**src/rtl/core/prcq_pkg.sv**
```systemverilog
// shared widths, codes and types of the priority class round-robin queue
package prcq_pkg;

   // beat field widths
   localparam int PRIO_W   = 10;
   localparam int HANDLE_W = 16;
   localparam int STATUS_W = 2;
   localparam int OCLASS_W = 3;
   localparam int TOTAL_W  = 10;

   // register widths
   localparam int NCLS_W = 4;
   localparam int MAXP_W = 10;
   localparam int MAXT_W = 10;
   localparam int RR_W   = 4;
   localparam int PROD_W = PRIO_W + NCLS_W;

   // apb port
   localparam int PADDR_W = 4;
   localparam int PDATA_W = 32;

   // register reset values
   localparam logic [NCLS_W-1:0] NUM_CLASSES_RST  = 4'd8;
   localparam logic [MAXP_W-1:0] MAX_PRIORITY_RST = 10'd255;
   localparam logic [MAXT_W-1:0] MAX_TOTAL_RST    = 10'd512;

   // round-robin pointer value that points before class zero
   localparam logic [RR_W-1:0] RR_BEFORE_FIRST = '1;

   typedef enum logic {
      FUNC_ENQ = 1'b0,
      FUNC_DEQ = 1'b1
   } func_type;

   typedef enum logic [STATUS_W-1:0] {
      ST_ENQ   = 2'd0,
      ST_DEQ   = 2'd1,
      ST_EMPTY = 2'd2,
      ST_FULL  = 2'd3
   } status_type;

   typedef enum logic [1:0] {
      REG_NUM_CLASSES  = 2'd0,
      REG_MAX_PRIORITY = 2'd1,
      REG_MAX_TOTAL    = 2'd2,
      REG_NONE         = 2'd3
   } reg_idx_type;

   typedef enum logic [1:0] {
      FSM_IDLE = 2'b01,
      FSM_EXEC = 2'b10
   } fsm_type;

   // configuration as seen by the datapath
   typedef struct packed {
      logic [NCLS_W-1:0] num_classes;
      logic [MAXP_W-1:0] max_priority;
      logic [MAXT_W-1:0] max_total;
      logic [NCLS_W-1:0] eff_classes;
   } cfg_type;

   // captured operation
   typedef struct packed {
      func_type          func;
      logic [PROD_W-1:0] prod;
   } op_type;

   // result of one queue operation
   typedef struct packed {
      status_type          status;
      logic [OCLASS_W-1:0] out_class;
      logic [TOTAL_W-1:0]  total_held;
      logic                departure_ready;
   } res_type;

endpackage

```
**src/rtl/core/prcq_csr.sv**
```systemverilog
// apb configuration registers and effective class count
module prcq_csr import prcq_pkg::*; #(
   parameter int MAX_CLASSES = 8
) (
   input  logic               clock,
   input  logic               reset,
   input  logic               psel,
   input  logic               penable,
   input  logic               pwrite,
   input  logic [PADDR_W-1:0] paddr,
   input  logic [PDATA_W-1:0] pwdata,
   output logic [PDATA_W-1:0] prdata,
   output logic               pready,
   output cfg_type            cfg
);

   logic [NCLS_W-1:0] num_classes_ff;
   logic [MAXP_W-1:0] max_priority_ff;
   logic [MAXT_W-1:0] max_total_ff;
   logic              wr_en;
   reg_idx_type       reg_idx;
   logic [NCLS_W-1:0] eff;

   assign pready  = 1'b1;
   assign wr_en   = psel && penable && pwrite;
   assign reg_idx = reg_idx_type'(paddr[3:2]);

   // register writes
   always_ff @(posedge clock) begin
      if (reset) begin
         num_classes_ff  <= NUM_CLASSES_RST;
         max_priority_ff <= MAX_PRIORITY_RST;
         max_total_ff    <= MAX_TOTAL_RST;
      end else if (wr_en) begin
         case (reg_idx)
            REG_NUM_CLASSES:  num_classes_ff  <= pwdata[NCLS_W-1:0];
            REG_MAX_PRIORITY: max_priority_ff <= pwdata[MAXP_W-1:0];
            REG_MAX_TOTAL:    max_total_ff    <= pwdata[MAXT_W-1:0];
            default:          ;
         endcase
      end
   end

   // read mux
   always_comb begin
      case (reg_idx)
         REG_NUM_CLASSES:  prdata = PDATA_W'(num_classes_ff);
         REG_MAX_PRIORITY: prdata = PDATA_W'(max_priority_ff);
         REG_MAX_TOTAL:    prdata = PDATA_W'(max_total_ff);
         default:          prdata = '0;
      endcase
   end

   // class count clamped to max priority, to the class slots and to one
   always_comb begin
      eff = num_classes_ff;
      if (MAXP_W'(eff) > max_priority_ff) eff = NCLS_W'(max_priority_ff);
      if (int'(eff) > MAX_CLASSES) eff = NCLS_W'(MAX_CLASSES);
      if (eff == '0) eff = NCLS_W'(1);
   end

   assign cfg.num_classes  = num_classes_ff;
   assign cfg.max_priority = max_priority_ff;
   assign cfg.max_total    = max_total_ff;
   assign cfg.eff_classes  = eff;

endmodule

```
**config.mk**
```make
export PLATFORM = sky130hd
export DESIGN_NAME = prcq_csr
export DESIGN_NICKNAME = d
export VERILOG_FILES = /design/src/rtl/core/prcq_pkg.sv /design/src/rtl/core/prcq_csr.sv
export SDC_FILE = /design/constraint.sdc
export NUM_CORES = 1
export LEC_CHECK = 0
export BUFFER_PORTS_ARGS = -buffer_cell sky130_fd_sc_hd__buf_4
export CAP_MARGIN = 20
export CORE_ASPECT_RATIO = 0.5
export CORE_MARGIN = 3
export CORE_UTILIZATION = 44
export CTS_CLUSTER_SIZE = 10
export DETAILED_ROUTE_END_ITERATION = 7
export PLACE_DENSITY = 0.95
export SLEW_MARGIN = 20
export SYNTH_ARGS = -nofsm -noshare
export SYNTH_HDL_FRONTEND = slang
export SYNTH_SLANG_ARGS = --single-unit
```
**constraint.sdc**
```tcl
create_clock -name clock -period 3.7 [get_ports clock]
set_input_delay 0 -clock clock [delete_from_list [all_inputs] [get_ports clock]]
set_output_delay 0 -clock clock [all_outputs]
set_load 0.05 [all_outputs]
```
==> results of run 1 <==
[registers in the layout, summed over array words and instances (netlist names)]
register         count
max_priority_ff     10
max_total_ff        10
num_classes_ff       4
[through the flow]
| step | util, % | std cells | instance area [um^2] | setup slack (ns) | power [mW] |
|---|---|---|---|---|---|
| global placement | 61.7 | 251 | 1750 | 1.86 | 0.425 |
| finish | 66.7 | 264 | 1890 | 1.40 | 0.585 |
| floorplan | - | 190 | 1510 | 1.22 | 0.408 |
| global route | 66.7 | 264 | 1890 | 1.31 | 0.601 |
| CTS | 66.7 | 264 | 1890 | 1.44 | 0.582 |
| detailed placement | 61.7 | 251 | 1750 | 1.75 | 0.428 |
[synthesized netlist by cell type, types with 2 or more instances]
library cell  instances
buf_4                24
mux2i_1              13
inv_1                 4
ha_1                  4
dfxtp_1              24
conb_1                2
nand2_1              29
nor2_1               11
o21ai_0               5
a21oi_1               9
nor2b_1               8
a211o_1               8
a22o_1                6
nand2b_1              3
clkbuf_1              4
[layer usage]
layer  wire, um  vias up
li1           -      643
met1       1520      662
met2       2160       96
met3        364       16
met4        109        0
met5          0        -
[report_power, final]
part           internal, mW  switching [mW]
Sequential            0.262         0.00516
Clock                0.0728          0.0801
Combinational        0.0441           0.121
[worst max-delay path by stage]
stage	to	cells after the start	startpoint
2_1_floorplan	cfg[0]	6	max_priority_ff[3]
3_3_place_gp	cfg[3]	7	max_priority_ff[1]
3_5_place_dp	cfg[3]	7	max_priority_ff[1]
4_1_cts	cfg[3]	7	max_priority_ff[1]
5_1_grt	cfg[3]	7	max_priority_ff[1]
6_report	cfg[3]	7	max_priority_ff[1]
[repair_timing]
action | in CTS | in global routing
endpoints found under the hold margin | 14 | 0
hold buffers | 10 | 0
setup buffers | 0 | 0
[critical path, delay by kind of cell (launching register included)]
family,cells,cell delay (ns)
AO/OA/AOI/OAI,2,0.45
adder cells (fa/ha/maj),1,0.33
buffers and inverters,2,0.29
flip-flops,1,0.44
multiplexers,1,0.38
AND/OR/NAND/NOR,1,0.14
[area by class of cell]
class / count / area, um^2
fill: 213 / 943
multi-input combinational: 132 / 798
timing repair buffer: 64 / 505
sequential: 24 / 480
tap: 37 / 46.3
clock buffer: 3 / 41.3
inverter: 4 / 15.0
[kinds of logic after synthesis]
| group | Yosys count |
|---|---|
| flip-flops | 24 |
| AND/OR/NAND/NOR | 58 |
| multiplexers | 14 |
| buffers and inverters | 34 |
| other | 2 |
| adder cells (fa/ha/maj) | 4 |
| AO/OA/AOI/OAI | 33 |
==> summary.txt, run 1 <==
Timing
  – Fin crit period: 2.30 ns
  – Period utilization: 62.2%
  – Final setup viols: 0
  – Fmax: 0.435 GHz
  – Clock skew: 0 ns
  – Least-Margin Pin Slew: 0.846 ns
  – WHS: 0.0728 ns
  – Final-report hold violation count: 0
  – Total Neg Setup Slack: 0 ns
  – RSZ-0062 raised after global routing: false
  – Final Slew Violations: 0
  – Slew margin rel.: 43.5%

Logic synthesis
  – Warnings, synthesis: 0
  – Post-synth EDFFs: 0
  – Synth Flop Type: dfxtp_1
  – Synthesized instance count: 169
  – Simple-gate area share of the yosys netlist: 20.1%
  – Post-Synth XOR/XNOR Area: 0%
  – Synth top area share: 33.7%
  – Sequential fraction of the synthesis area: 33.7%
  – Syn Area/Cell: 8.44 um^2
  – Largest family of logic cells by synthesized area: simple AND/OR/NAND/NOR gates
  – Fraction of registers with async set/reset: 0%
  – Adder-Cell Fraction of Synth Area: 3.51%
  – Synth top area cells: dfxtp_1, buf_4, mux2i_1, nand2_1, a211o_1
  – Count of cell types in the netlist: 30
  – Largest area contributor in the netlist: dfxtp_1
  – Multiplexer share of the synthesized area: 9.91%
  – Synth Area in Compound Gates: 16.4%
  – Yosys reg bits: 24
  – Mapped cell area: 0.00143 mm^2

Final layout
  – Commonest non-fill, non-tap cell in the layout: buf_4
  – Area delta synth->final: 32.3%
  – Net count, final: 274
  – Share of post-route cells with drive strength above 1: 27.3%
  – Antenna cell count: 0
  – Commonest cells after routing, fill and taps aside: buf_4, nand2_1, dfxtp_1

Global route
  – First-pass GRT wire length: 6580 um
  – Total grt overflow: 0
  – GRT Total Usage: 21.2%
  – Routing usage on met2: 41.3%
  – Vias in the first global route: 1,404
  – Grt peak-use layer: met2
  – Initial antenna violation count: 0
  – Largest net degree at the start of global routing: 25
  – GR Layer Usage met3: 4.64%
  – Met1 usage: 23.4%

Routing
  – DR DRC count: 0
  – Via count: 1,417
  – 1st-iter DRT viols: 102
  – Detail Route Antenna Nets: 0
  – Vias per cell: 5.37
  – Routed WL per cell: 15.7 um
  – DRT Pass-1 Iters: 5
  – Detailed Route WL: 4150 um

Power
  – Pleak: 0.863 nW
  – PD cells: 310 mW/mm^2
  – Worst vdd ir: 0.000177 V

Worst hold path
  – Min-delay src: reset
  – WHS Endpoint: max_priority_ff[8]
  – Worst min path class: input pin to flip-flop
  – Hold Path Depth: 2

Setup path
  – Critical path class: flip-flop to output port
  – Crit end category: output port
  – Crit path largest cell delay: 0.44 ns
  – R2R Path Start: max_priority_ff[3]
  – Critical-path cell list: inv_1 > ha_1 > nor2b_1 > o2111ai_1 > a21oi_2 > mux2_2 > buf_4
  – RR Endpoint: max_priority_ff[3]
  – Crit-path max FO: 5
  – Critical Path AT: 2.30 ns
  – Worst R2R Setup Slack: 2.73 ns
  – Startpoint Class: flip-flop
  – Critical path required time: 3.70 ns
  – Slowest-stage cell, CP: dfxtp_1
  – Worst R2R Path Depth: 3

Floorplanning
  – Initial core utilization: 50.4%
  – Die height: 46.3 um
  – Placeable core area: 0.00283 mm^2
  – Cell Rows: 13
  – Die Wd: 86.5 um
  – Total I/O pin count: 102
  – Die area: 0.00400 mm^2

Clock tree
  – Max clock buf depth: 2
  – Skew-Pair Late Insertion Delay: 0.26 ns
  – TritonCTS buffer count: 3
  – CTS root buffer: clkbuf_8
  – Clock Pin Slew Worst Setup and Hold Paths: 0.08 ns
  – Htree depth: 1
  – CTS tree: built
  – PostCTS Resize Cnt: 0
  – # clock sinks: 24

Job
  – Max cap viols: 0

Place
  – Port Buffers: 54
  – DP HPWL: 2920 um
  – Routability cong.: 0.793

Outcome
  – Status: completed
No activity file was read; power rests on OpenSTA's default activity.
==> run 2, diff against run 1 <==
--- a/config.mk
+++ b/config.mk
@@ -9,10 +9,10 @@
 export CAP_MARGIN = 20
 export CORE_ASPECT_RATIO = 0.5
 export CORE_MARGIN = 3
-export CORE_UTILIZATION = 44
+export CORE_UTILIZATION = 41
 export CTS_CLUSTER_SIZE = 10
 export DETAILED_ROUTE_END_ITERATION = 7
-export PLACE_DENSITY = 0.95
+export PLACE_DENSITY = 0.9
 export SLEW_MARGIN = 20
 export SYNTH_ARGS = -nofsm -noshare
 export SYNTH_HDL_FRONTEND = slang
==> constraint.sdc (replaced) <==
create_clock -name clock -period 2.4 [get_ports clock]
set_input_delay 0 -clock clock [delete_from_list [all_inputs] [get_ports clock]]
set_output_delay 0 -clock clock [all_outputs]
set_load 0.05 [all_outputs]
==> run 2 against run 1 <==
Setup slack got worse by 1.2 ns. Non-clock buffer count increased by 1. Clock skew unchanged. Global-route usage decreased by 4.2 points. Die area increased by 6.6%. Sequential share of layout area decreased by 0.15 points. Clock-buffer cell count unchanged. Utilization decreased by 6.5 points. Design area increased by 0.60%. Critical path type unchanged. Largest cell class unchanged. Largest power group unchanged.
==> summary.txt, run 2 (synthesized netlist as in run 1, its figures left out) <==
Outcome
  – Status: completed

Place
  – Pre-CTS setup slack: 0.460 ns (-1.29 ns)
  – Cells after DPL: 255 (+1.6%)
  – DP HPWL: 2660 um (-9.0%)
  – Port Buffers: 54 (unchanged)
  – Routability cong.: 0.832 (+4.8%)

Floorplanning
  – Die area: 0.00427 mm^2 (+6.6%)
  – Cell Rows: 14 (+1)
  – Total I/O pin count: 102 (unchanged)
  – Initial core utilization: 45.2% (-5.2 points)
  – Placeable core area: 0.00315 mm^2 (+11%)
  – Die Wd: 89.4 um (+3.3%)
  – Die height: 47.7 um (+3.1%)

Setup path
  – Critical path class: flip-flop to output port
  – Worst path top cell family by delay: compound AO/OA/AOI/OAI gates
  – Critical-path cell list: inv_1 > ha_1 > nor2b_1 > o2111ai_1 > a21oi_2 > mux2_2 > buf_4
  – Startpoint Class: flip-flop
  – Crit-path max FO: 5 (unchanged)
  – Critical path required time: 2.40 ns (-1.30 ns)
  – Slowest-stage cell, CP: dfxtp_1
  – Crit end category: output port
  – Critical Path AT: 2.23 ns (-0.07 ns)
  – Worst R2R Setup Slack: 1.47 ns (-1.26 ns)
  – Crit path largest cell delay: 0.42 ns (-0.02 ns)
  – WP buf/inv: 2 (unchanged)

Timing
  – Slew margin rel.: 48.7% (+5.2 points)
  – Final-report hold violation count: 0 (unchanged)
  – Least-Margin Pin Slew: 0.769 ns (-0.0767 ns)
  – RSZ-0062 raised after global routing: false
  – Fmax: 0.449 GHz
  – Final setup viols: 0 (unchanged)
  – Worst Slack Setup Final: 0.174 ns (-1.23 ns)
  – Fin crit period: 2.23 ns
  – Clock skew: 0 ns (unchanged)
  – Final Slew Violations: 0 (unchanged)
  – Period utilization: 92.8%

Clock tree
  – TritonCTS buffer count: 3 (unchanged)
  – Max clock buf depth: 2 (unchanged)
  – CTS tree: built
  – # clock sinks: 24 (unchanged)
  – Htree depth: 1 (unchanged)
  – Skew-Pair Late Insertion Delay: 0.26 ns (about the same)
  – Clock Pin Slew Worst Setup and Hold Paths: 0.08 ns (about the same)
  – CTS root buffer: clkbuf_8
  – PostCTS Resize Cnt: 0 (unchanged)

Global route
  – Largest net degree at the start of global routing: 25 (unchanged)
  – Total grt overflow: 0 (unchanged)
  – First-pass GRT wire length: 5430 um (-17%)
  – Initial antenna violation count: 0 (unchanged)
  – Vias in the first global route: 1,136 (-19%)
  – GRT Total Usage: 16.9% (-4.2 points)

Final layout
  – Area occupied by registers: 480 um^2 (unchanged)
  – Fillers: 250 (+17%)
  – Antenna cell count: 0 (unchanged)
  – Area of the multi-input gates: 798 um^2 (unchanged)
  – Commonest cells after routing, fill and taps aside: buf_4, nand2_1, dfxtp_1
  – Area delta synth->final: 33.1%
  – Largest regs: max_priority_ff: 10 flops, max_total_ff: 10 flops, num_classes_ff: 4 flops
  – Layout Cells excl Fill: 268 (+1.5%)
  – Commonest non-fill, non-tap cell in the layout: buf_4
  – Share of post-route cells with drive strength above 1: 27.6% (+0.32 points)
  – Net count, final: 275 (+0.36%)

Routing
  – Vias per cell: 5.01 (-6.6%)
  – Via count: 1,343 (-5.2%)
  – Routed WL per cell: 13.9 um (-11%)
  – Detail Route Antenna Nets: 0 (unchanged)
  – DR DRC count: 0 (unchanged)
  – 1st-iter DRT viols: 115 (+13%)
  – Detailed Route WL: 3730 um (-10%)
  – DRT Pass-1 Iters: 4 (-1)

Power
  – PD cells: 472 mW/mm^2 (+52%)
  – Worst vdd ir: 0.000304 V (+72%)
  – Pleak: 0.868 nW (+0.59%)

Job
  – Max cap viols: 0 (unchanged)

Worst hold path
  – Worst min path class: input pin to flip-flop
## run 2: cell count changes in the layout (fill, tap and decap cells not counted), sizes merged
cell	previous run	this run
buf	54	55
## run 2: final timing paths
kind                      startpoint                  to  cells after the start
setup / recovery  max_priority_ff[1]              cfg[3]                      7
hold / removal                 reset   num_classes_ff[0]                      2
setup reg to reg  max_priority_ff[0]  max_priority_ff[0]                      2
hold reg to reg      max_total_ff[0]     max_total_ff[0]                      2
## run 2: layout make-up
cell class                 count  share of cell area, %
sequential                    24                   25.3
multi-input combinational    132                   42.1
timing repair buffer          65                   27.0
tap                           40                   2.64
clock buffer                   3                   2.18
inverter                       4                  0.791
## run 2: routing by layer
metal	vias up	wire length [um]	GRT usage, %
met1	628	1500	21.0
met5	-	0	0
met3	4	251	4.30
met4	0	51	4.45
li1	652	-	-
met2	59	1930	30.3
## run 2: report_power, final
group          total (mW)  switching (mW)  internal [mW]  leakage, nW
combinational       0.255           0.186         0.0690        0.652
sequential          0.412         0.00742          0.404        0.194
clock               0.230           0.118          0.112       0.0216
## run 2: through the flow
stage | area [um^2] | util [%] | setup TNS (ns) | hold slack [ns] | total power [mW]
final | 1900 | 60.2 | 0 | 0.0825 | 0.897
after global placement | 1760 | 55.7 | 0 | 0.215 | 0.658
after global routing | 1900 | 60.2 | 0 | 0.0854 | 0.933
after floorplan | 1510 | - | -0.233 | 0.0944 | 0.629
after CTS | 1900 | 60.2 | 0 | 0.0759 | 0.900
after detailed placement | 1760 | 55.7 | 0 | 0.217 | 0.660
## run 2: repair_timing
action,in CTS,in global routing
hold buffers,10,0
setup endpoints to repair,0,0
hold endpoints to repair,18,0
buffers inserted,0,0
