--- config.mk ---
export PLATFORM = sky130hd
export DESIGN_NAME = prcq_sched
export DESIGN_NICKNAME = d
export VERILOG_FILES = /design/src/rtl/core/prcq_pkg.sv /design/src/rtl/core/prcq_sched.sv
export SDC_FILE = /design/constraint.sdc
export NUM_CORES = 1
export LEC_CHECK = 0
export ABC_CLOCK_PERIOD_IN_PS = 6900
export BUFFER_PORTS_ARGS = -buffer_cell sky130_fd_sc_hd__buf_2
export CAP_MARGIN = 20
export CORE_UTILIZATION = 50
export DETAILED_ROUTE_END_ITERATION = 12
export PLACE_DENSITY = 0.75
export SETUP_SLACK_MARGIN = 0.02
export SYNTH_ARGS = -nofsm -noshare
export SYNTH_HDL_FRONTEND = slang
export SYNTH_SLANG_ARGS = --single-unit
--- constraint.sdc ---
create_clock -name clock -period 6.9 [get_ports clock]
set_clock_uncertainty 0.1 [all_clocks]
set_input_delay 0.345 -clock clock [delete_from_list [all_inputs] [get_ports clock]]
set_output_delay 0.345 -clock clock [all_outputs]
set_load 0.005 [all_outputs]
--- src/rtl/core/prcq_pkg.sv ---
// shared widths, codes and types of the priority class round-robin queue
package prcq_pkg;

   // beat field widths
   localparam int PRIO_W   = 10;
   localparam int HANDLE_W = 16;
   localparam int STATUS_W = 2;
   localparam int OCLASS_W = 3;
   localparam int TOTAL_W  = 10;

   // register widths
   localparam int NCLS_W = 4;
   localparam int MAXP_W = 10;
   localparam int MAXT_W = 10;
   localparam int RR_W   = 4;
   localparam int PROD_W = PRIO_W + NCLS_W;

   // apb port
   localparam int PADDR_W = 4;
   localparam int PDATA_W = 32;

   // register reset values
   localparam logic [NCLS_W-1:0] NUM_CLASSES_RST  = 4'd8;
   localparam logic [MAXP_W-1:0] MAX_PRIORITY_RST = 10'd255;
   localparam logic [MAXT_W-1:0] MAX_TOTAL_RST    = 10'd512;

   // round-robin pointer value that points before class zero
   localparam logic [RR_W-1:0] RR_BEFORE_FIRST = '1;

   typedef enum logic {
      FUNC_ENQ = 1'b0,
      FUNC_DEQ = 1'b1
   } func_type;

   typedef enum logic [STATUS_W-1:0] {
      ST_ENQ   = 2'd0,
      ST_DEQ   = 2'd1,
      ST_EMPTY = 2'd2,
      ST_FULL  = 2'd3
   } status_type;

   typedef enum logic [1:0] {
      REG_NUM_CLASSES  = 2'd0,
      REG_MAX_PRIORITY = 2'd1,
      REG_MAX_TOTAL    = 2'd2,
      REG_NONE         = 2'd3
   } reg_idx_type;

   typedef enum logic [1:0] {
      FSM_IDLE = 2'b01,
      FSM_EXEC = 2'b10
   } fsm_type;

   // configuration as seen by the datapath
   typedef struct packed {
      logic [NCLS_W-1:0] num_classes;
      logic [MAXP_W-1:0] max_priority;
      logic [MAXT_W-1:0] max_total;
      logic [NCLS_W-1:0] eff_classes;
   } cfg_type;

   // captured operation
   typedef struct packed {
      func_type          func;
      logic [PROD_W-1:0] prod;
   } op_type;

   // result of one queue operation
   typedef struct packed {
      status_type          status;
      logic [OCLASS_W-1:0] out_class;
      logic [TOTAL_W-1:0]  total_held;
      logic                departure_ready;
   } res_type;

endpackage

--- src/rtl/core/prcq_sched.sv ---
// class pick, round-robin scan and per-class head, tail and fill counters
module prcq_sched import prcq_pkg::*; #(
   parameter  int MAX_CLASSES = 8,
   parameter  int CLASS_DEPTH = 64,
   localparam int CW = (MAX_CLASSES > 1) ? $clog2(MAX_CLASSES) : 1,
   localparam int PW = $clog2(CLASS_DEPTH),
   localparam int AW = CW + PW
) (
   input  logic          clock,
   input  logic          reset,
   input  logic          exec,
   input  op_type        op,
   input  cfg_type       cfg,
   output res_type       res,
   output logic          mem_wr,
   output logic          mem_rd,
   output logic [AW-1:0] mem_addr
);

   localparam int NW = $clog2(CLASS_DEPTH + 1);
   localparam int TW = $clog2(MAX_CLASSES * CLASS_DEPTH + 1);
   localparam int XW = (TW > MAXT_W) ? TW : MAXT_W;

   logic [PW-1:0]   head_ff [MAX_CLASSES];
   logic [PW-1:0]   tail_ff [MAX_CLASSES];
   logic [NW-1:0]   cnt_ff  [MAX_CLASSES];
   logic [TW-1:0]   total_ff;
   logic [RR_W-1:0] rr_ff;

   logic [PW-1:0]    head_in;
   logic [PW-1:0]    tail_in;
   logic [NW-1:0]    cnt_in;
   logic [TW-1:0]    total_in;
   logic [RR_W-1:0]  rr_in;

   logic [NCLS_W-1:0]      e;
   logic [CW-1:0]          pick;
   logic [MAX_CLASSES-1:0] nonempty;
   logic [RR_W-1:0]        start;
   logic                   any_lo;
   logic                   any_hi;
   logic [CW-1:0]          lo_sel;
   logic [CW-1:0]          hi_sel;
   logic [CW-1:0]          cls;
   logic                   full;
   logic                   enq_ok;
   logic                   deq_ok;

   function automatic logic [PW-1:0] ptr_inc(input logic [PW-1:0] p);
      if (p == PW'(CLASS_DEPTH - 1)) return '0;
      return p + 1'b1;
   endfunction

   assign e = cfg.eff_classes;

   // enqueue class: boundaries (i+1)*maxprio that lie below prio*classes
   always_comb begin
      pick = '0;
      for (int i = 0; i < MAX_CLASSES - 1; i++) begin
         if ((i + 1) < int'(e) &&
             (PROD_W'(i + 1) * PROD_W'(cfg.max_priority)) < op.prod)
            pick = CW'(i + 1);
      end
   end

   // round-robin: rotating priority encoder over non-empty classes
   always_comb begin
      start = rr_ff + 1'b1;
      if (start >= e) start = '0;
      any_lo = 1'b0;
      any_hi = 1'b0;
      lo_sel = '0;
      hi_sel = '0;
      for (int j = MAX_CLASSES - 1; j >= 0; j--) begin
         nonempty[j] = (cnt_ff[j] != '0) && (j < int'(e));
         if (nonempty[j]) begin
            any_lo = 1'b1;
            lo_sel = CW'(j);
            if (j >= int'(start)) begin
               any_hi = 1'b1;
               hi_sel = CW'(j);
            end
         end
      end
   end

   // selected class and its counters
   always_comb begin
      if (op.func == FUNC_ENQ) cls = pick;
      else cls = any_hi ? hi_sel : lo_sel;
      full   = (cnt_ff[cls] == NW'(CLASS_DEPTH));
      enq_ok = exec && (op.func == FUNC_ENQ) && !full;
      deq_ok = exec && (op.func == FUNC_DEQ) && any_lo;
      head_in = ptr_inc(head_ff[cls]);
      tail_in = ptr_inc(tail_ff[cls]);
      cnt_in  = enq_ok ? cnt_ff[cls] + 1'b1 : cnt_ff[cls] - 1'b1;
      rr_in   = RR_W'(cls);
      if (enq_ok) total_in = total_ff + 1'b1;
      else if (deq_ok) total_in = total_ff - 1'b1;
      else total_in = total_ff;
   end

   // memory access: write at the tail, read at the head
   assign mem_wr   = enq_ok;
   assign mem_rd   = deq_ok;
   assign mem_addr = (op.func == FUNC_ENQ) ? {cls, tail_ff[cls]} : {cls, head_ff[cls]};

   // result of this operation
   always_comb begin
      if (op.func == FUNC_ENQ) begin
         res.status    = full ? ST_FULL : ST_ENQ;
         res.out_class = OCLASS_W'(cls);
      end else if (any_lo) begin
         res.status    = ST_DEQ;
         res.out_class = OCLASS_W'(cls);
      end else begin
         res.status    = ST_EMPTY;
         res.out_class = '0;
      end
      res.total_held      = TOTAL_W'(total_in);
      res.departure_ready = (total_in != '0) && (XW'(total_in) < XW'(cfg.max_total));
   end

   // queue state update
   always_ff @(posedge clock) begin
      if (reset) begin
         for (int k = 0; k < MAX_CLASSES; k++) begin
            head_ff[k] <= '0;
            tail_ff[k] <= '0;
            cnt_ff[k]  <= '0;
         end
         total_ff <= '0;
         rr_ff    <= RR_BEFORE_FIRST;
      end else begin
         if (enq_ok) begin
            tail_ff[cls] <= tail_in;
            cnt_ff[cls]  <= cnt_in;
         end
         if (deq_ok) begin
            head_ff[cls] <= head_in;
            cnt_ff[cls]  <= cnt_in;
            rr_ff        <= rr_in;
         end
         total_ff <= total_in;
      end
   end

endmodule

==> results of run 1 <==
worst reg2reg max path: cells and delay by family, from the launching register on:
kind	cells	cell delay, ps
AOI/OAI and AO/OA	12	2600
and+or+nand+nor	7	1220
xor gates and xnor gates	3	660
buffers and inverters	4	620
DFF	1	550
adders and majority gates	2	510
stage by stage:
stage               area (sq um)  setup TNS (ps)  total power, W  hold slack (ps)
global placement           13900          -28420         0.00330              413
global route               15400          -13010         0.00494              376
floorplan                  12100               0         0.00244              381
detailed placement         13900          -48910         0.00334              432
finish                     15400           -3610         0.00473              366
CTS                        14800            -560         0.00439              338
state kept, by name, summed over array words and instances, names as in the netlist:
signal,cells
tail_ff,48
total_ff,10
cnt_ff,56
head_ff,48
rr_ff,4
logic make-up after synthesis:
kind of cell    Yosys count
compound gates          284
xor+xnor                 42
fa+ha+maj               143
buf+inv                 109
flops                   166
mux                      46
simple gates            421
power by group through the flow:
stage	registers, W	logic [W]	clock network (W)
after floorplan	0.00123	0.00121	0
after global placement	0.00125	0.00205	0
after detailed placement	0.00126	0.00209	0
after CTS	0.00124	0.00221	0.000946
after global routing	0.00125	0.00271	0.000984
final	0.00124	0.00254	0.000945
synthesized netlist by cell type (all sizes together), types with 15 or more instances:
master and number:
nor3 23, inv 76, mux2i 32, nand2b 25, xnor2 33, nand2 72
nor2 209, o21ai 34, buf 21, a21oi 66, a21o 27, edfxtp 152
ha 129, o21bai 15, o211ai 16
cells in the final DEF, fill, tap and decap left out, types with 15 or more instances in the layout:
cell / instances
nor2_1: 187
buf_4: 182
edfxtp_1: 152
ha_1: 122
inv_1: 74
nand2_1: 68
buf_2: 65
a21oi_1: 43
mux2i_1: 30
a21o_1: 27
o21ai_0: 27
xnor2_1: 27
nand2b_1: 24
a21oi_2: 23
nor3_1: 19
clkbuf_16: 19
o211ai_1: 16
nor2_2: 15
final cells by class:
cell class                      instances  area share (%)
Multi-Input combinational cell        937            47.5
Sequential cell                       166            31.5
Timing Repair Buffer                  264            12.7
Clock buffer                           17            2.76
Tap cell                              319            2.59
Inverter                               78            1.94
Clock inverter                         15            1.05
path summary, 6_finish.rpt:
kind                  endpoint  slack, ps  cells after the start
setup / recovery        res[0]       -910                     36
setup reg to reg  cnt_ff[7][6]        390                     28
hold / removal     total_ff[3]        370                      2
hold reg to reg       rr_ff[3]        450                      1
what timing repair did:
| item | in CTS | in global routing |
|---|---|---|
| resized for setup | 30 | 96 |
| cloned | 1 | 2 |
| pin swaps | 28 | 68 |
| setup endpoints to repair | 23 | 259 |
| buffers inserted | 18 | 20 |
per-layer routing:
layer | part of all wire [%] | vias to the layer above | GRT usage (%) | wire length (microns)
met3 | 7.6 | 98 | 4.10 | 2700
met4 | 3.5 | 0 | 9.85 | 1230
met5 | 0 | - | 0 | 0
li1 | - | 4993 | - | -
met1 | 39 | 5130 | 35.0 | 13900
met2 | 50 | 518 | 51.6 | 17900
==> flow_summary_export.csv, run 1 <==
group,metric,value,unit
cts,root_buffer,"clkbuf_16",
power_and_ir_drop,switching_share,40.2,%
cts,path_clk_slew,60,ps
synthesis,synth_compound_area_share,16.9,%
synthesis,synthSimpleGateAreaFrac,16.2,%
power_and_ir_drop,combPwrFrac,53.7,%
synthesis,synthesis.nets,1399,
synthesis,synthXorXnorAreaFrac,3.06,%
drt,via_per_inst,5.98,
synthesis,syn_inst,1211,
cells_and_area,final_cells,1796,
power_and_ir_drop,intPower,0.00282,W
cts,h-tree-depth,4,
power_and_ir_drop,power.leakage,6.65,nW
cells_and_area,fill_cells,1806,
floorplan,fp.dieH,157,microns
worst_hold_path,worstHoldPathType,"input port to flop",
sta,finalSetupViolations,19,
floorplan,design.portCount,73,
setup_path,cp-end-kind,"output pin",
drt,ant_nets,0,
synthesis,yosysSeqAreaShare,40.3,%
synthesis,synth_top_area_cell,"edfxtp_1",
outcome,violations,"negative setup slack",
synthesis,synthFlopType,"edfxtp_1",
synthesis,syn_area,0.0120,sq mm
sta,maxSlewViolCount,0,
setup_path,worst-endpoint-required,6450,ps
synthesis,synth.area.mux_share,4.00,%
global_routing,grtUsageTotal,28.7,%
cts,cts-hold-fix-buffers,0,
floorplan,die_x,157,microns
synthesis,synthAdderAreaFrac,15.7,%
placed_design,dp_hpwl,26000,microns
setup_path,critical-path-top-delay-family,"compound AO/OA/AOI/OAI gates",
global_routing,antenna_found_initial,0,
worst_hold_path,holdCritStartpoint,"reset",
cells_and_area,final_core_utilization,65.4,%
global_routing,grt_overflow_total,0,
placed_design,dp_cells,1724,
global_routing,grt_pass1_wl,54100,microns
cts,cts_tree,"done",
drt,routed_wl,35600,microns
synthesis,synth_top_family_by_area,"compound AO/OA/AOI/OAI gates",
placed_design,io_buffer_count,68,
drt,dr.pass1.iters,6,
setup_path,cp_common_cell,"a21oi_2",
cells_and_area,drive_gt1_share,29.3,%
cts,clockBufferDepth,2,
floorplan,design.core.area,0.0235,sq mm
setup_path,critPathLaunch,"cfg[17]",
power_and_ir_drop,pwr-share-clk,20.0,%
sta,max_freq,0.128,GHz
setup_path,crit_arrival,7360,ps
placed_design,pre_cts_ws,-964,ps
synthesis,synth_top_cell_area_share,37.9,%
floorplan,start_util,51.1,%
power_and_ir_drop,pwr_density_cell,307,mW/mm^2
synthesis,syn_area_per_cell,9.94,sq um
synthesis,ys_warn_count,0,
floorplan,dieArea,0.0247,sq mm
drt,drt-initial-drc-count,964,
setup_path,worst-path-buf-inv,4,
cts,insertion_delay,440,ps
synthesis,synth_cell_types,90,
setup_path,worstReg2RegStart,"rr_ff[0]",
floorplan,rows,56,
cells_and_area,seq_area,0.00484,sq mm
setup_path,critPathKind,"input port to output pin",
sta,hold_viol,0,
sta,fin_crit,7810,ps
cells_and_area,multi_input_area,0.00731,sq mm
cts,numCtsBuffers,17,
placed_design,globalplace.congestion,0.935,
run,drv_cap,0,
drt,wl_per_cell,19.8,microns
sta,fin_crit_sh,113,%
cells_and_area,area_growth_syn_to_layout,27.9,%
power_and_ir_drop,switching_power,0.00190,W
cells_and_area,nNetsFinal,1652,
global_routing,grt_max_degree,34,
outcome,status,"complete, but fails checks",
setup_path,critical_path.max_fanout,7,
global_routing,grt_pass1_vias,10500,
sta,setup_ws,-907,ps
synthesis,ys_ff_latch,166,
power_and_ir_drop,vdd_ir_drop_max,0.000293,V
cells_and_area,num_antenna_cells,0,
sta,grt_setup_unrepaired,"true",
sta,worst_pin_slew,708,ps
setup_path,slowest_delay,570,ps
synthesis,synthArstFlopShare,0,%
cts,cts_sinks,166,
power_and_ir_drop,seqPwrFrac,26.3,%
sta,relSlewSlack,52.8,%
drt,routed-via-count,10739,
setup_path,cp_slowest_cell,"fa_1",
drt,drc_errors,0,
synthesis,synth-edff-count,152,
setup_path,startpoint_type,"input port",
synthesis,synth_area_leaders,"edfxtp_1 38%, ha_1 13%, nor2_1 6.5%",
Note: power is estimated with default switching activity, not from simulation.
==> run 2: changes to the inputs <==
--- a/config.mk
+++ b/config.mk
@@ -9,8 +9,9 @@
 export BUFFER_PORTS_ARGS = -buffer_cell sky130_fd_sc_hd__buf_2
 export CAP_MARGIN = 20
 export CORE_UTILIZATION = 50
+export CTS_CLUSTER_SIZE = 40
 export DETAILED_ROUTE_END_ITERATION = 12
-export PLACE_DENSITY = 0.75
+export PLACE_DENSITY = 0.7
 export SETUP_SLACK_MARGIN = 0.02
 export SYNTH_ARGS = -nofsm -noshare
 export SYNTH_HDL_FRONTEND = slang
==> run 2 against run 1 <==
The run still ends with negative setup slack left. Final cell count grew 0.67%. Largest cell class unchanged. Highest routed layer unchanged. Register-to-register slack worse by 110 ps. Critical path type unchanged. Flip-flop and latch count is the same.
==> flow_summary_export.csv, run 2 (synthesized netlist as in run 1, its figures left out) <==
group,metric,value,unit
drt,drt-initial-drc-count,973,
power_and_ir_drop,vdd_ir_drop_max,0.000301,V
placed_design,pre_cts_ws,-852,ps
setup_path,worst-path-buf-inv,11,
drt,dr.pass1.iters,5,
sta,grt_setup_unrepaired,"true",
worst_hold_path,min_path_cells,2,
setup_path,cp.depth,38,
floorplan,start_util,51.1,%
cts,clockBufferDepth,2,
cts,cts-hold-fix-buffers,0,
sta,setup_ws,-698,ps
sta,finalSetupViolations,26,
setup_path,worst-endpoint-required,6450,ps
setup_path,critPathKind,"input port to output pin",
setup_path,cp-end-kind,"output pin",
global_routing,grt_max_degree,34,
worst_hold_path,worstHoldPathType,"input port to flop",
placed_design,dp_cells,1740,
cells_and_area,biggestRegsByFlops,"cnt_ff: 56 flops, head_ff: 48 flops, tail_ff: 48 flops",
floorplan,fp.dieH,157,microns
cts,h-tree-depth,4,
power_and_ir_drop,power.leakage,6.82,nW
drt,routed-via-count,10742,
placed_design,globalplace.congestion,0.943,
cts,numCtsBuffers,17,
drt,drc_errors,0,
run,drv_cap,0,
drt,wl_per_cell,20.0,microns
floorplan,design.portCount,73,
cells_and_area,final_cells,1808,
cells_and_area,num_antenna_cells,0,
sta,fin_crit_sh,110,%
floorplan,die_x,157,microns
cells_and_area,regMostFlops,"cnt_ff",
global_routing,antenna_found_initial,0,
cts,path_clk_slew,70,ps
outcome,violations,"negative setup slack",
cells_and_area,mostFrequentLayoutCells,"199 x nor2_1, 182 x buf_4, 152 x edfxtp_1, 126 x ha_1, 73 x inv_1",
cells_and_area,largest_register_ffs,56,
placed_design,io_buffer_count,68,
drt,ant_nets,0,
cts,insertion_delay,440,ps
cells_and_area,drive_gt1_share,30.3,%
global_routing,grt_pass1_wl,54500,microns
floorplan,design.core.area,0.0235,sq mm
global_routing,grt_pass1_vias,10433,
floorplan,rows,56,
sta,max_freq,0.132,GHz
drt,via_per_inst,5.94,
cells_and_area,area_growth_syn_to_layout,29.9,%
sta,hold_viol,0,
global_routing,grtUsageTotal,29.1,%
setup_path,ff2ff_path_depth,33,
cts,cts_sinks,166,
setup_path,cp_common_cell,"buf_4",
setup_path,crit_arrival,7150,ps
cells_and_area,nNetsFinal,1664,
power_and_ir_drop,pwr_density_cell,308,mW/mm^2
cts,cts_tree,"done",
setup_path,startpoint_type,"input port",
setup_path,critical-path-top-delay-family,"compound AO/OA/AOI/OAI gates",
setup_path,slowest_delay,510,ps
global_routing,grt_overflow_total,0,
sta,worst_pin_slew,744,ps
setup_path,critical_path.max_fanout,8,
sta,fin_crit,7600,ps
outcome,status,"complete, but fails checks",
cts,root_buffer,"clkbuf_16",
setup_path,r2r_slack,280,ps
floorplan,dieArea,0.0247,sq mm
placed_design,dp_hpwl,26500,microns
sta,maxSlewViolCount,0,
sta,finalSetupTns,-4610,ps
sta,relSlewSlack,49.1,%
setup_path,cp_slowest_cell,"fa_1",
drt,routed_wl,36200,microns
cells_and_area,layout_commonest_cell,"nor2_1",
## run 2: what timing repair did
action / in CTS / in global routing
setup buffers: 10 / 24
hold endpoints to repair: 0 / 0
setup endpoints to repair: 30 / 243
cloned: 1 / 2
pin swaps: 31 / 42
gates resized for setup: 28 / 127
## run 2: cell type report
type / count / area, sq um
clock inverter: 15 / 158
inverter: 78 / 300
sequential: 166 / 4840
clock buffer: 17 / 425
fill: 1829 / 7910
timing repair buffer: 277 / 2170
tap: 319 / 399
multi-input combinational: 936 / 7330
## run 2: worst paths after layout
check / start / to
hold reg to reg: rr_ff[1] / rr_ff[1]
setup / recovery: cfg[17] / res[0]
hold / removal: reset / total_ff[8]
setup reg to reg: rr_ff[2] / cnt_ff[2][6]
## run 2: worst register-to-register path, delay by kind of cell (launching register included)
kind            cells  cell delay [ps]
fa+ha+maj           2              530
buf+inv             9             1160
flops               1              400
compound gates     12             2240
simple gates        7             1260
xor+xnor            3              670
## run 2: power by group
| group | leakage, nW | switching (W) | internal [W] |
|---|---|---|---|
| sequential | 1.69 | 0.0000486 | 0.00119 |
| combinational | 4.84 | 0.00142 | 0.00121 |
| clock | 0.291 | 0.000440 | 0.000513 |
## run 2: layer usage
layer / share of wire, % / wire (microns) / up-vias / GRT usage (%)
met1: 40 / 14700 / 5223 / 36.3
met3: 6.2 / 2240 / 75 / 3.66
li1: - / - / 5015 / -
met4: 2.6 / 936 / 0 / 9.89
met2: 51 / 18400 / 429 / 51.7
met5: 0 / 0 / - / 0
## run 2: through the flow
stage | total power, W | util, % | hold slack, ps | instance area [sq um]
3_5_place_dp | 0.00347 | 59.7 | 421 | 14000
4_1_cts | 0.00455 | 63.2 | 353 | 14900
3_3_place_gp | 0.00345 | 59.7 | 410 | 14000
6_report | 0.00481 | 66.4 | 385 | 15600
5_1_grt | 0.00502 | 66.4 | 412 | 15600
2_1_floorplan | 0.00244 | - | 381 | 12100
